`src/rtl/urt_pkg.sv`:
```
// urt_pkg: shared types and constants for the ultrasonic range timer.
// Used by urt_core and ultrasonic_range_timer; no dependencies.
`timescale 1ns / 1ps

package urt_pkg;

  // Width of the burst tick counter and the echo tick counter (8 to 32).
  localparam int COUNT_WIDTH = 16;
  localparam int PROD_W      = COUNT_WIDTH + 16;
  localparam int DIST_W      = 11;

  // Configuration port
  localparam int CFG_IDX_W  = 2;
  localparam int CFG_DATA_W = 16;

  localparam logic [CFG_IDX_W-1:0] REG_HALF_PERIOD = 2'd0;
  localparam logic [CFG_IDX_W-1:0] REG_BURST       = 2'd1;
  localparam logic [CFG_IDX_W-1:0] REG_ECHO_LIMIT  = 2'd2;
  localparam logic [CFG_IDX_W-1:0] REG_SCALE       = 2'd3;

  localparam logic [15:0] RST_HALF_PERIOD = 16'd12;
  localparam logic [7:0]  RST_BURST       = 8'd10;
  localparam logic [15:0] RST_ECHO_LIMIT  = 16'd65535;
  localparam logic [15:0] RST_SCALE       = 16'd1114;  // 0.017 in Q0.16

  localparam logic [DIST_W-1:0] TIMEOUT_CM = 11'd999;
  localparam logic [DIST_W-1:0] DIST_MAX   = 11'd2047;

  typedef struct packed {
    logic [15:0] half_period_ticks;
    logic [7:0]  burst_toggles;
    logic [15:0] echo_limit;
    logic [15:0] scale_q16;
  } cfg_t;

  typedef struct packed {
    logic              trigger;
    logic              busy;
    logic              done;
    logic              timed_out;
    logic [DIST_W-1:0] distance_cm;
  } result_t;

endpackage

```
`src/rtl/urt_core.sv`:
```
// urt_core: burst / echo sequencer state and its one-tick update logic.
// Depends on urt_pkg.
`timescale 1ns / 1ps

module urt_core (
  input  logic             clk,
  input  logic             rst,
  input  logic             advance,
  input  logic             start_req,
  input  logic             echo_level,
  input  urt_pkg::cfg_t    cfg,
  output urt_pkg::result_t res
);
  import urt_pkg::*;

  typedef enum logic [1:0] {
    PH_IDLE  = 2'd0,
    PH_BURST = 2'd1,
    PH_ECHO  = 2'd2
  } phase_t;

  phase_t                 phase, phase_next;
  logic [COUNT_WIDTH-1:0] tick_count, tick_count_next;
  logic [7:0]             toggles_left, toggles_left_next;
  logic [COUNT_WIDTH-1:0] echo_count, echo_count_next;
  logic                   trigger_level, trigger_level_next;
  logic [DIST_W-1:0]      last_distance, last_distance_next;
  logic                   done, timed_out;

  logic [COUNT_WIDTH-1:0] tick_inc, echo_inc;
  logic [7:0]             toggles_dec;
  logic                   half_hit, echo_hit;
  logic [PROD_W-1:0]      prod;
  logic [COUNT_WIDTH-1:0] dist_full;
  logic [DIST_W-1:0]      dist_sat;

  assign tick_inc    = tick_count + 1'b1;
  assign echo_inc    = echo_count + 1'b1;
  assign toggles_dec = toggles_left - 8'd1;
  // a counter stuck at all ones counts as reaching its limit
  assign half_hit = (32'(tick_inc) >= 32'(cfg.half_period_ticks)) || (&tick_inc);
  assign echo_hit = (32'(echo_inc) >= 32'(cfg.echo_limit)) || (&echo_inc);

  // cm = floor(count * scale / 2^16), clipped to the 11-bit range
  assign prod      = PROD_W'(echo_count) * PROD_W'(cfg.scale_q16);
  assign dist_full = prod[PROD_W-1:16];
  assign dist_sat  = (32'(dist_full) > 32'(DIST_MAX)) ? DIST_MAX : DIST_W'(32'(dist_full));

  always_comb begin
    phase_next         = phase;
    tick_count_next    = tick_count;
    toggles_left_next  = toggles_left;
    echo_count_next    = echo_count;
    trigger_level_next = trigger_level;
    last_distance_next = last_distance;
    done               = 1'b0;
    timed_out          = 1'b0;
    unique case (phase)
      PH_IDLE: begin
        if (start_req) begin
          trigger_level_next = 1'b0;
          tick_count_next    = '0;
          toggles_left_next  = cfg.burst_toggles;
          if (cfg.burst_toggles == 8'd0) begin
            phase_next      = PH_ECHO;
            echo_count_next = '0;
          end else begin
            phase_next = PH_BURST;
          end
        end
      end
      PH_BURST: begin
        tick_count_next = tick_inc;
        if (half_hit) begin
          trigger_level_next = ~trigger_level;
          tick_count_next    = '0;
          toggles_left_next  = toggles_dec;
          if (toggles_dec == 8'd0) begin
            phase_next      = PH_ECHO;
            echo_count_next = '0;
          end
        end
      end
      PH_ECHO: begin
        if (!echo_level) begin
          last_distance_next = dist_sat;
          done               = 1'b1;
          phase_next         = PH_IDLE;
        end else begin
          echo_count_next = echo_inc;
          if (echo_hit) begin
            last_distance_next = TIMEOUT_CM;
            done               = 1'b1;
            timed_out          = 1'b1;
            phase_next         = PH_IDLE;
          end
        end
      end
      default: phase_next = PH_IDLE;
    endcase
  end

  always_ff @(posedge clk) begin
    if (rst) begin
      phase         <= PH_IDLE;
      tick_count    <= '0;
      toggles_left  <= '0;
      echo_count    <= '0;
      trigger_level <= 1'b0;
      last_distance <= '0;
    end else if (advance) begin
      phase         <= phase_next;
      tick_count    <= tick_count_next;
      toggles_left  <= toggles_left_next;
      echo_count    <= echo_count_next;
      trigger_level <= trigger_level_next;
      last_distance <= last_distance_next;
    end
  end

  // result of the tick being taken, registered by the top level
  assign res.trigger     = trigger_level_next;
  assign res.busy        = (phase_next != PH_IDLE);
  assign res.done        = done;
  assign res.timed_out   = timed_out;
  assign res.distance_cm = last_distance_next;

endmodule

```
`src/rtl/ultrasonic_range_timer.sv`:
```
// ultrasonic_range_timer: top level with configuration registers and result register.
// Depends on urt_pkg and urt_core.
`timescale 1ns / 1ps

// Ultrasonic time-of-flight ranger, one input beat per 1 us timer tick.
//
// Input channel (in_valid / in_ready): start_req, echo_level for one tick.
// Output channel (out_valid / out_ready): one result beat per input beat:
//   trigger, busy_res, done_res, timed_out, distance_cm.
// A start in idle sends a burst of burst_toggles trigger edges spaced
// half_period_ticks apart, then counts ticks while echo_level is high.
// Echo low ends it with distance = floor(count * scale_q16 / 2^16) cm,
// clipped to 2047; reaching echo_limit ends it with timed_out and 999.
//
// A tick's result is registered; it is on the output the cycle after its
// beat is taken. Throughput: one tick per cycle; the per-tick update is a
// single pass through the sequencer and one 16 x COUNT_WIDTH multiplier.
// The single output register is refilled in the cycle it is drained, so
// in_ready = !out_valid || out_ready. When the receiver stalls, in_ready
// drops and the sequencer state holds until the waiting beat is taken.
//
// Reset (rst, synchronous): sequencer idle, trigger low, last distance 0,
// output empty, configuration back to 12 / 10 / 65535 / 1114.
// Configuration writes (cfg_we, cfg_index, cfg_data) take effect at once;
// write only while no measurement is in progress.

module ultrasonic_range_timer (
  input  logic                           clk,
  input  logic                           rst,
  // configuration
  input  logic                           cfg_we,
  input  logic [urt_pkg::CFG_IDX_W-1:0]  cfg_index,
  input  logic [urt_pkg::CFG_DATA_W-1:0] cfg_data,
  // tick input
  input  logic                           in_valid,
  output logic                           in_ready,
  input  logic                           start_req,
  input  logic                           echo_level,
  // result output
  output logic                           out_valid,
  input  logic                           out_ready,
  output logic                           trigger,
  output logic                           busy_res,
  output logic                           done_res,
  output logic                           timed_out,
  output logic [urt_pkg::DIST_W-1:0]     distance_cm
);
  import urt_pkg::*;

  cfg_t    cfg;
  result_t res_comb;
  result_t res_q;
  logic    in_beat;

  // register file
  always_ff @(posedge clk) begin
    if (rst) begin
      cfg.half_period_ticks <= RST_HALF_PERIOD;
      cfg.burst_toggles     <= RST_BURST;
      cfg.echo_limit        <= RST_ECHO_LIMIT;
      cfg.scale_q16         <= RST_SCALE;
    end else if (cfg_we) begin
      unique case (cfg_index)
        REG_HALF_PERIOD: cfg.half_period_ticks <= cfg_data;
        REG_BURST:       cfg.burst_toggles     <= cfg_data[7:0];
        REG_ECHO_LIMIT:  cfg.echo_limit        <= cfg_data;
        REG_SCALE:       cfg.scale_q16         <= cfg_data;
        default: ;
      endcase
    end
  end

  // output register drains and refills in the same cycle
  assign in_ready = !out_valid || out_ready;
  assign in_beat  = in_valid && in_ready;

  urt_core u_core (
    .clk        (clk),
    .rst        (rst),
    .advance    (in_beat),
    .start_req  (start_req),
    .echo_level (echo_level),
    .cfg        (cfg),
    .res        (res_comb)
  );

  always_ff @(posedge clk) begin
    if (rst) begin
      out_valid <= 1'b0;
    end else if (in_beat) begin
      out_valid <= 1'b1;
    end else if (out_ready) begin
      out_valid <= 1'b0;
    end
  end

  // payload only, no reset needed
  always_ff @(posedge clk) begin
    if (in_beat) begin
      res_q <= res_comb;
    end
  end

  assign trigger     = res_q.trigger;
  assign busy_res    = res_q.busy;
  assign done_res    = res_q.done;
  assign timed_out   = res_q.timed_out;
  assign distance_cm = res_q.distance_cm;

  // every taken tick yields a result beat on the next cycle
  a_beat_yields_result: assert property (@(posedge clk) disable iff (rst)
    in_valid && in_ready |=> out_valid)
    else $error("tick taken without a result beat");

  // a completed measurement leaves the sequencer idle
  a_done_not_busy: assert property (@(posedge clk) disable iff (rst)
    out_valid && done_res |-> !busy_res)
    else $error("done reported while still busy");

  // a timeout is always a completion reporting the timeout distance
  a_timeout_value: assert property (@(posedge clk) disable iff (rst)
    out_valid && timed_out |-> done_res && (distance_cm == TIMEOUT_CM))
    else $error("timeout without done or with wrong distance");

  // distance only changes on a completing tick
  a_distance_holds: assert property (@(posedge clk) disable iff (rst)
    out_valid && $past(out_valid) && !$past(rst) && !done_res
      |-> distance_cm == $past(distance_cm))
    else $error("distance changed without a completion");

endmodule

```
`config.mk`:
```
export PLATFORM = sky130hd
export DESIGN_NAME = ultrasonic_range_timer
export DESIGN_NICKNAME = d
export VERILOG_FILES = /design/src/rtl/urt_pkg.sv /design/src/rtl/urt_core.sv /design/src/rtl/ultrasonic_range_timer.sv
export SDC_FILE = /design/constraint.sdc
export NUM_CORES = 1
export LEC_CHECK = 0
export BUFFER_PORTS_ARGS = -buffer_cell sky130_fd_sc_hd__buf_2
export CELL_PAD_IN_SITES_DETAIL_PLACEMENT = 1
export CELL_PAD_IN_SITES_GLOBAL_PLACEMENT = 1
export CORE_AREA = 2 2 178 180
export DETAILED_ROUTE_END_ITERATION = 10
export DIE_AREA = 0 0 180 182
export PLACE_DENSITY_LB_ADDON = 0.1
export REMOVE_ABC_BUFFERS = 1
export SLEW_MARGIN = 25
export SYNTH_ARGS = -nofsm -noshare
export SYNTH_HDL_FRONTEND = slang
export SYNTH_SLANG_ARGS = --single-unit
```
`constraint.sdc`:
```
create_clock -name clk -period 9.3 [get_ports clk]
set_input_delay 0.93 -clock clk [delete_from_list [all_inputs] [get_ports clk]]
set_output_delay 0.93 -clock clk [all_outputs]
set_load 0.01 [all_outputs]
```
==> results of run 1 <==
[flip-flops by register name (all words and copies together), names as in the netlist, 2 cells and up]
signal and count:
distance_cm 11, u_core.toggles_left 8, cfg 56, u_core.tick_count 16
u_core.last_distance 11, u_core.phase 2, u_core.echo_count 16
[cell families (layout without fill, tap and decap cells)]
| kind of cell | after synthesis | count (layout) | share of synthesized area |
|---|---|---|---|
| multiplexers | 3 | 3 | 0.00204 |
| AND/OR/NAND/NOR | 644 | 644 | 0.206 |
| buffers and inverters | 400 | 384 | 0.101 |
| flip-flops | 126 | 126 | 0.175 |
| adder cells (fa/ha/maj) | 332 | 332 | 0.366 |
| AO/OA/AOI/OAI | 283 | 283 | 0.123 |
| XOR/XNOR | 48 | 48 | 0.0275 |
[synthesized netlist by cell type, drive strengths merged, types with 5 or more instances]
master,n
a211o,8
a211oi,11
a21o,20
a21oi,97
a221oi,8
a22oi,10
a311oi,5
a31oi,16
a32o,7
and2,122
and3,12
and4,6
buf,20
clkbuf,89
dfxtp,111
edfxtp,15
fa,193
ha,139
inv,291
nand2,295
nand2b,8
nand3,52
nand4,23
nor2,61
nor3,18
nor3b,6
nor4,17
o211ai,19
o21a,7
o21ai,38
o21bai,5
or2,6
or3,5
xnor2,24
xor2,24
[power breakdown]
| group | internal [mW] | leakage [nW] | switching, mW |
|---|---|---|---|
| sequential | 0.569 | 1.05 | 0.0240 |
| combinational | 0.0367 | 6.35 | 0.0820 |
| clock | 0.400 | 0.289 | 0.283 |
[area by class of cell]
| class | count | area (um2) | area share |
|---|---|---|---|
| well taps | 402 | 503 | 0.0308 |
| repair buffers | 61 | 355 | 0.0218 |
| multi-input cells | 1310 | 11100 | 0.681 |
| clock inverters | 11 | 105 | 0.00644 |
| inverters | 291 | 1090 | 0.0669 |
| clock buffers | 21 | 482 | 0.0295 |
| flip-flops and latches | 126 | 2670 | 0.164 |
[worst register-to-register path: stages (launching register included)]
cell and delay (ns):
dfxtp_1 0.97, nand2_1 0.20, fa_1 0.56, inv_1 0.07
fa_1 0.56, fa_1 0.46, fa_1 0.52, fa_1 0.54
inv_1 0.06, fa_1 0.53, inv_1 0.05, ha_1 0.38
a21oi_1 0.30, a21boi_0 0.15, a2111oi_0 0.80, and4_1 0.31
nor4_1 0.06, a31oi_1 0.21, and4_4 0.44, o21ai_0 0.18
[routing by layer]
layer | vias up | global-route usage
met3 | 67 | 0.0355
met5 | - | 0
met2 | 329 | 0.497
met4 | 0 | 0.0855
li1 | 5882 | -
met1 | 6577 | 0.394
[path summary, 6_finish.rpt]
kind,slack (ns),cells after the start,endpoint
setup / recovery,1.68,19,distance_cm[4]
hold / removal,0.46,2,cfg[47]
setup reg to reg,1.68,19,distance_cm[4]
hold reg to reg,0.46,2,cfg[47]
[stage by stage]
step	hold slack (ns)	instances	utilization
after floorplan	0.430	1727	-
after global placement	0.444	2190	0.507
after detailed placement	0.450	2190	0.508
after CTS	0.466	2222	0.527
after global routing	0.486	2222	0.527
final	0.462	2222	0.527
==> impl_results.md, run 1 <==
- Final WL: 46.6 mm
- Max Slew Vio Count: 0
- Final TNS setup: 0 ns
- Cell area after layout: between 15000 and 20000 um2
- Antenna cell count: 0
- Worst Path Required: around 9.5 ns
- Port Buffers: 41
- Later-pin clock latency in the skew report: 0.44 ns
- First-pass GRT wire length: 75.3 mm
- Final Critical Period: about 7.6 ns
- TritonCTS Buffers: 17
- Layout fillers: 3766
- Detailed router's first-iteration violation count: approximately 720
- DR pass1 iterations: 5
- Most common cell after layout, fill and taps aside: nand2_1
- Skew final: 0.0142 ns
- H-tree Lvls: 4
- Worst Tran Pin Value: 1.05 ns
- Status: finished, final reports clean
- Post-synthesis async set-or-reset flop share: 0
- RSZ-0062 raised after global routing: false
- Fin nets: between 2000 and 2500
- Area contributors post-synth: fa_1 25%, dfxtp_1 15%, ha_1 11%, nand2_1 7.2%, inv_1 7.1%
- Crit path buffers/inverters: 3
- DRC violations left: 0
- Vias per Instance: between 5 and 6
- Routed via count: 12900
- Hold buffer count at CTS: 0
- Die height: ~180 um
- Post-synthesis register bit count: 126
- Area growth, synth to finish: 6.69%
- Clock root cell: clkbuf_16
- CP Max Fanout: 23
- Worst-path cell chain: nand2_1 -> fa_1 -> inv_1 -> fa_1 -> fa_1 -> fa_1 -> fa_1 -> inv_1 -> fa_1 -> inv_1 -> ha_1 -> a21oi_1 -> a21boi_0 -> a2111oi_0 -> and4_1 -> nor4_1 -> a31oi_1 -> and4_4 -> o21ai_0
- Drt wl/cell: approximately 21 um
- Initial Util: 0.494
- FF-to-FF Start: u_core.echo_count[7]
- Highest Clock Rate: 131 MHz
- Final antenna-violating net count: 0
- Max-Cap Viols: 0
- Worst path slowest cell: dfxtp_1
- Clock-pin slew of the registers on the worst-case setup and hold paths: 0.06 ns
- Cell taking the most area after synthesis: fa_1
- Leakage: ~7.7 nW
- Slew HR: 0.298
- Number of synthesized flops with an enable pin: 15
- Share of cells above drive strength 1: 0.0654
- Post-DP Area: between 15000 and 20000 um2
- IO Pins: 42
- Warning count from the yosys run: 0
- Worst setup EP type: flip-flop
- Die W: 180 um
- Tot GR Track Use: 0.293
- Clk buf depth: 2
- Synth top area share: 0.252
- TritonCTS clock tree: yes
- Core Area: 31000 um2
- Synthesized instance count: approximately 1800
- Setup WS pre-CTS: 1.78 ns
- Hold Crit Start: cfg[47]
- Metal3 WL: 2.28 mm
- Tcrit/Tclk final: 0.819
- Full die area: 32800 um2
- Pin count of the biggest net entering global routing: 40
- Syn Area/Cell: 8.33 um2
- CP dominant cell by count: fa_1
- Critical path origin: u_core.echo_count[7]
- Post-CTS setup buffer count: 0
- Synth unique cells: between 70 and 80
- Clock sink count: 126
- WL met1: 20.4 mm
- Worst setup SP type: flip-flop
- Final setup margin: between 1.5 and 2 ns
- Total grt overflow: 0
- Worst vdd ir: about 0.00011 V
- Sequential fraction of the synthesis area: 0.175
- Delay-heaviest family, CP: adder cells
- Total Power: 1.39 mW
- Power per cell area: 85.4 nW/um2
- Post-CTS sizing: 0
- DR WL met2: 22.8 mm
- Kind of critical path: reg -> reg
- Max Used Layer: met4
- Most frequent cells in the layout: 295 x nand2_1, 290 x inv_1, 193 x fa_1
- RePlAce Congestion: 0.856
- DPL Wire Length: ~35 mm
- Hold Path Class: reg -> reg
- Initial antenna violation count: 0
- CP max stage delay: 0.97 ns
- Final setup fails: 0
- Rows: 65
- Cell area after synthesis: 15300 um2
- Critical Path AT: 7.77 ns
- Vias in the first global route: 13800
- Commonest register cell after synthesis: dfxtp_1
- Hold Fails Final Rpt: 0
No activity file was read; power rests on OpenSTA's default activity.
==> inputs of run 2 (changes only) <==
clock period = 7.5 ns   (was 9.3 ns; I/O delays follow)
==> impl_results.md, run 2 (synthesis gave the netlist of run 1 again) <==
- Final Critical Period: 7.16 ns (-0.458 ns)
- Worst setup EP type: flip-flop
- Hold Crit Start: cfg[48]
- Power per cell area: 104 nW/um2 (+22%)
- Largest register FFs: 56 (unchanged)
- Rows: 65 (unchanged)
- Share of cells above drive strength 1: 0.0767 (+0.0113)
- Antenna cell count: 0 (unchanged)
- Hold Fails Final Rpt: 0 (unchanged)
- DPL Wire Length: 35.8 mm (+2.1%)
- Tot GR Track Use: 0.289 (-0.00429)
- Initial Util: 0.494 (unchanged)
- Placed Instances: 2208 (+0.82%)
- RePlAce Congestion: 0.865 (+1.0%)
- Combinational power share: 0.087 (+0.002)
- Detailed router's first-iteration violation count: 639 (-11%)
- CP Max Fanout: 22 (-4.3%)
- Status: finished, final reports clean
- Clk pwr share: 0.486 (-0.004)
- Worst Path Required: 7.65 ns (-1.80 ns)
- Most frequent cells in the layout: 295 x nand2_1, 290 x inv_1, 193 x fa_1
- Biggest register: cfg
- Leakage: 7.79 nW (+1.2%)
- Kind of critical path: reg -> reg
- Final antenna-violating net count: 0 (unchanged)
- Post-CTS setup buffer count: 0 (unchanged)
- Setup slack, reg-to-reg: 0.34 ns (-1.34 ns)
- Fin nets: 2182 (+0.83%)
- Net Switching: 474 uW (+22%)
- Clock-pin slew of the registers on the worst-case setup and hold paths: 0.06 ns (about the same)
- DR pass1 iterations: 5 (unchanged)
- TritonCTS Buffers: 17 (unchanged)
- Total grt overflow: 0 (unchanged)
- Pin count of the biggest net entering global routing: 74 (+85%)
- Clock root cell: clkbuf_16
- Die W: 180 um (unchanged)
- Switching part of the total: 0.276 (-0.00255)
- Cell internal pwr: 1.24 mW (+24%)
- Drt wl/cell: 20.6 um (-1.9%)
- R2R depth: 20 (+1)
- H-tree Lvls: 4 (unchanged)
- Post-DP Area: 15900 um2 (+0.82%)
- Skew final: 0.0162 ns (+0.00195 ns)
- Post-CTS sizing: 0 (unchanged)
- Later-pin clock latency in the skew report: 0.44 ns (about the same)
- Clk buf depth: 2 (unchanged)
- Die height: 182 um (unchanged)
- Vias per Instance: 5.70 (-1.4%)
- Worst Hold End: cfg[48]
- Final setup margin: 0.338 ns (-1.34 ns)
- Max Slew Vio Count: 0 (unchanged)
- Final Non-Filler Cells: 2240 (+0.81%)
- Final setup fails: 0 (unchanged)
- Slew HR: 0.346 (+0.0483)
- Cell area after layout: 16400 um2 (+0.74%)
- Highest Clock Rate: 140 MHz (+6.4%)
- TritonCTS clock tree: yes
- Full die area: 32800 um2 (unchanged)
- Largest regs: cfg (56), u_core.echo_count (16), u_core.tick_count (16)
- Final TNS setup: 0 ns (unchanged)
- Tcrit/Tclk final: 0.955 (+0.136)
- RR Endpoint: distance_cm[4]
- Setup WS pre-CTS: 0.219 ns (-1.56 ns)
- Port Buffers: 41 (unchanged)
- Hold buffer count at CTS: 0 (unchanged)
- Hold Path Class: reg -> reg
- WHS Path Cells: 2 (unchanged)
- Most common cell after layout, fill and taps aside: nand2_1
- Final WL: 46.1 mm (-1.1%)
- Max-Cap Viols: 0 (unchanged)
- FF-to-FF Start: cfg[6]
- Vias in the first global route: 13600 (-1.3%)
- Worst vdd ir: 0.000105 V (-3.5%)
- Area growth, synth to finish: 7.47%
- Clock sink count: 126 (unchanged)
- RSZ-0062 raised after global routing: false
- Sequential share of power: 0.427 (+0.002)
- IO Pins: 42 (unchanged)
- Core Area: 31000 um2 (unchanged)
- Worst Tran Pin Value: 0.977 ns (-0.0747 ns)
- Critical Path AT: 7.31 ns (-0.46 ns)
- Total Power: 1.72 mW (+23%)
- First-pass GRT wire length: 74.2 mm (-1.4%)
- Routed via count: 12800 (-0.65%)
- DRC violations left: 0 (unchanged)
- Worst setup SP type: flip-flop
- Initial antenna violation count: 0 (unchanged)
[run 2: cell types whose count changed in the layout (fill, tap and decap cells not counted), moves of 2 or more]
cell,change
buf_4,+18
dfxtp_1,-5
dfxtp_2,+5
clkbuf_8,-2
[run 2: how the worst max path moves through the flow]
| stage | from | endpoint | slack, ns | cells past startpoint |
|---|---|---|---|---|
| 3_3_place_gp | cfg[10] | distance_cm[3] | 0.50 | 21 |
| 5_1_grt | cfg[8] | distance_cm[4] | 0.02 | 19 |
| 3_5_place_dp | u_core.echo_count[9] | distance_cm[10] | 0.22 | 19 |
| 2_1_floorplan | u_core.echo_count[5] | distance_cm[10] | 1.12 | 21 |
| 6_report | cfg[6] | distance_cm[4] | 0.34 | 20 |
| 4_1_cts | u_core.echo_count[9] | distance_cm[10] | 0.19 | 19 |
[run 2: cell type report]
cell class / count / area [um2]
Clock buffer: 19 / 433
Clock inverter: 13 / 139
Fill cell: 3742 / 14500
Inverter: 291 / 1090
Multi-Input combinational cell: 1310 / 11100
Sequential cell: 126 / 2680
Tap cell: 402 / 503
Timing Repair Buffer: 79 / 490
[run 2: routing by layer]
| layer | vias up | wire [um] | GRT usage |
|---|---|---|---|
| li1 | 5916 | - | - |
| met1 | 6504 | 20300 | 0.385 |
| met2 | 272 | 22600 | 0.485 |
| met3 | 80 | 1770 | 0.0331 |
| met4 | 0 | 1460 | 0.106 |
| met5 | - | 0 | 0 |
[run 2: power by group through the flow]
stage,clock [mW],combinational (mW),sequential (mW)
final,0.835,0.149,0.733
after global routing,0.874,0.163,0.736
after CTS,0.846,0.149,0.733
after detailed placement,0,0.147,0.747
after global placement,0,0.141,0.746
after floorplan,0,0.0759,0.740
[run 2: worst max-delay path, cell delays in order, from the launching register on]
cell and delay (ns):
dfxtp_1 0.88, and2_1 0.24, fa_1 0.41, inv_1 0.08, fa_1 0.43, fa_1 0.52, inv_1 0.06, fa_1 0.51
fa_1 0.56, inv_1 0.06, fa_1 0.53, inv_1 0.05, ha_1 0.36, nand2_1 0.21, o21ai_0 0.16, a221oi_1 0.56
nor4b_1 0.28, a2111oi_0 0.11, a31oi_1 0.28, and4_4 0.43, o21ai_0 0.17
[run 2: metrics by stage]
stage	util	hold slack (ns)
final	0.531	0.459
after global routing	0.531	0.479
after CTS	0.531	0.458
after detailed placement	0.512	0.450
after global placement	0.512	0.444
after floorplan	-	0.430
==> inputs of run 3 (changes only) <==
CORE_AREA = 2 2 172 174   (was 2 2 178 180)
DIE_AREA = 0 0 174 176   (was 0 0 180 182)
clock period = 9.1 ns   (was 7.5 ns; I/O delays follow)
==> impl_results.md, run 3 (synthesis gave the netlist of run 1 again) <==
- Status: finished, final reports clean
- Die W: 174 um (-3.3%)
- Full die area: 30600 um2 (-6.5%)
- Worst setup SP type: flip-flop
- Slew HR: 0.325 (-0.0212)
- Sequential share of power: 0.437 (+0.010)
- Worst vdd ir: 0.0000901 V (-14%)
- Final core utilization: 0.569 (+0.0387)
- Tot GR Track Use: 0.318 (+0.0288)
- Clk pwr share: 0.478 (-0.008)
- TritonCTS Buffers: 17 (unchanged)
- Skew final: 0.00975 ns (-0.00643 ns)
- Clock-pin slew of the registers on the worst-case setup and hold paths: 0.06 ns (about the same)
- DPL Wire Length: 35.0 mm (-2.2%)
- Core Area: 28500 um2 (-7.9%)
- Detailed router's first-iteration violation count: 778 (+22%)
- Worst-path cell chain: nand2_1 -> fa_1 -> inv_1 -> fa_1 -> inv_1 -> fa_1 -> inv_1 -> fa_1 -> fa_1 -> inv_1 -> fa_1 -> inv_1 -> ha_1 -> a21oi_1 -> a21boi_0 -> a2111oi_0 -> and4_1 -> nor4_1 -> a31oi_1 -> and4_4 -> o21ai_0
- Max-Cap Viols: 0 (unchanged)
- Combinational power share: 0.085 (-0.002)
- RSZ-0062 raised after global routing: false
- Biggest register: cfg
- Pin count of the biggest net entering global routing: 74 (unchanged)
- Initial antenna violation count: 1 (+1)
- Delay-heaviest family, CP: adder cells
- Total Power: 1.39 mW (-19%)
- Final setup fails: 0 (unchanged)
- Hold Path Class: reg -> reg
- Drt wl/cell: 21.3 um (+3.5%)
- Final TNS setup: 0 ns (unchanged)
- Antenna cell count: 0 (unchanged)
- Clock sink count: 126 (unchanged)
- Vias in the first global route: 13900 (+2.3%)
- Fin nets: 2162 (-0.92%)
- Worst path slowest cell: dfxtp_1
- Critical Path AT: 7.57 ns (+0.26 ns)
- Switching part of the total: 0.285 (+0.00858)
- Max Slew Vio Count: 0 (unchanged)
- Initial Util: 0.536 (+0.0422)
- Port Buffers: 41 (unchanged)
- Area growth, synth to finish: 6.24%
- Worst setup EP type: flip-flop
- Power per cell area: 85.7 nW/um2 (-18%)
- DRC violations left: 0 (unchanged)
- Share of cells above drive strength 1: 0.0644 (-0.0123)
- RePlAce Congestion: 0.890 (+2.9%)
- Die height: 176 um (-3.3%)
- Placed Instances: 2170 (-1.7%)
- Routed via count: 12900 (+1.3%)
- H-tree Lvls: 4 (unchanged)
- Final Non-Filler Cells: 2201 (-1.7%)
- DR pass1 iterations: 7 (+2)
- Hold buffer count at CTS: 0 (unchanged)
- IO Pins: 42 (unchanged)
- Net Switching: 397 uW (-16%)
- Hold Fails Final Rpt: 0 (unchanged)
- Tcrit/Tclk final: 0.815 (-0.140)
- Worst Tran Pin Value: 1.01 ns (+0.0341 ns)
- Rows: 62 (-4.6%)
- Largest register FFs: 56 (unchanged)
- Final antenna-violating net count: 0 (unchanged)
- Setup slack, reg-to-reg: 1.68 ns (+1.35 ns)
- Clk buf depth: 2 (unchanged)
- TritonCTS clock tree: yes
- Crit path buffers/inverters: 5 (+1)
- Cell internal pwr: 996 uW (-20%)
- First-pass GRT wire length: 75.7 mm (+1.9%)
- Post-CTS setup buffer count: 0 (unchanged)
- Most common cell after layout, fill and taps aside: nand2_1
- Later-pin clock latency in the skew report: 0.44 ns (about the same)
- Worst Path Required: 9.26 ns (+1.61 ns)
- Clock root cell: clkbuf_16
- CP dominant cell by count: fa_1
- Kind of critical path: reg -> reg
- Final Critical Period: 7.42 ns (+0.255 ns)
- Most frequent cells in the layout: 295 x nand2_1, 290 x inv_1, 193 x fa_1
- Final WL: 46.9 mm (+1.7%)
- Highest Clock Rate: 135 MHz (-3.4%)
- Post-CTS sizing: 0 (unchanged)
- Vias per Instance: 5.88 (+3.1%)
- Total grt overflow: 0 (unchanged)
- Leakage: 7.67 nW (-1.6%)
- Largest regs: cfg (56), u_core.echo_count (16), u_core.tick_count (16)
- CP Max Fanout: 22 (unchanged)
- CP max stage delay: 0.98 ns (+0.10 ns)
run 3: worst paths after layout:
path	cells after the start	startpoint	endpoint
max	21	cfg[9]	distance_cm[3]
min	2	cfg[48]	cfg[48]
max reg2reg	21	cfg[9]	distance_cm[3]
min reg2reg	2	cfg[48]	cfg[48]
run 3: worst min-delay path, cell delays in order, from the launching register on:
cell and delay [ns]:
dfxtp_1 0.31, nand2_1 0.05, a21oi_1 0.05
run 3: layer usage:
metal | share of wire | vias to the layer above | GRT usage
met1 | 0.43 | 6580 | 0.416
li1 | - | 5890 | -
met5 | 0.00028 | - | 0
met3 | 0.051 | 113 | 0.0422
met2 | 0.48 | 356 | 0.530
met4 | 0.041 | 2 | 0.141
run 3: power groups by stage:
stage / Sequential [mW] / Combinational (mW) / Clock, mW
floorplan: 0.610 / 0.0626 / 0
global route: 0.610 / 0.131 / 0.692
global placement: 0.618 / 0.111 / 0
detailed placement: 0.619 / 0.115 / 0
finish: 0.608 / 0.119 / 0.666
CTS: 0.608 / 0.117 / 0.672
run 3: layout make-up:
type,count,area (um2)
Tap cell,384,480
Timing Repair Buffer,59,340
Multi-Input combinational cell,1310,11100
Inverter,291,1090
Clock inverter,11,78.8
Clock buffer,20,478
Sequential cell,126,2670
Fill cell,3490,12300
run 3: metrics by stage:
| stage | setup slack, ns | area (um2) | hold slack [ns] |
|---|---|---|---|
| 5_1_grt | 1.27 | 16300 | 0.488 |
| 2_1_floorplan | 2.72 | 14900 | 0.430 |
| 4_1_cts | 1.74 | 16200 | 0.459 |
| 3_5_place_dp | 1.81 | 15700 | 0.451 |
| 3_3_place_gp | 2.05 | 15700 | 0.444 |
| 6_report | 1.68 | 16300 | 0.461 |
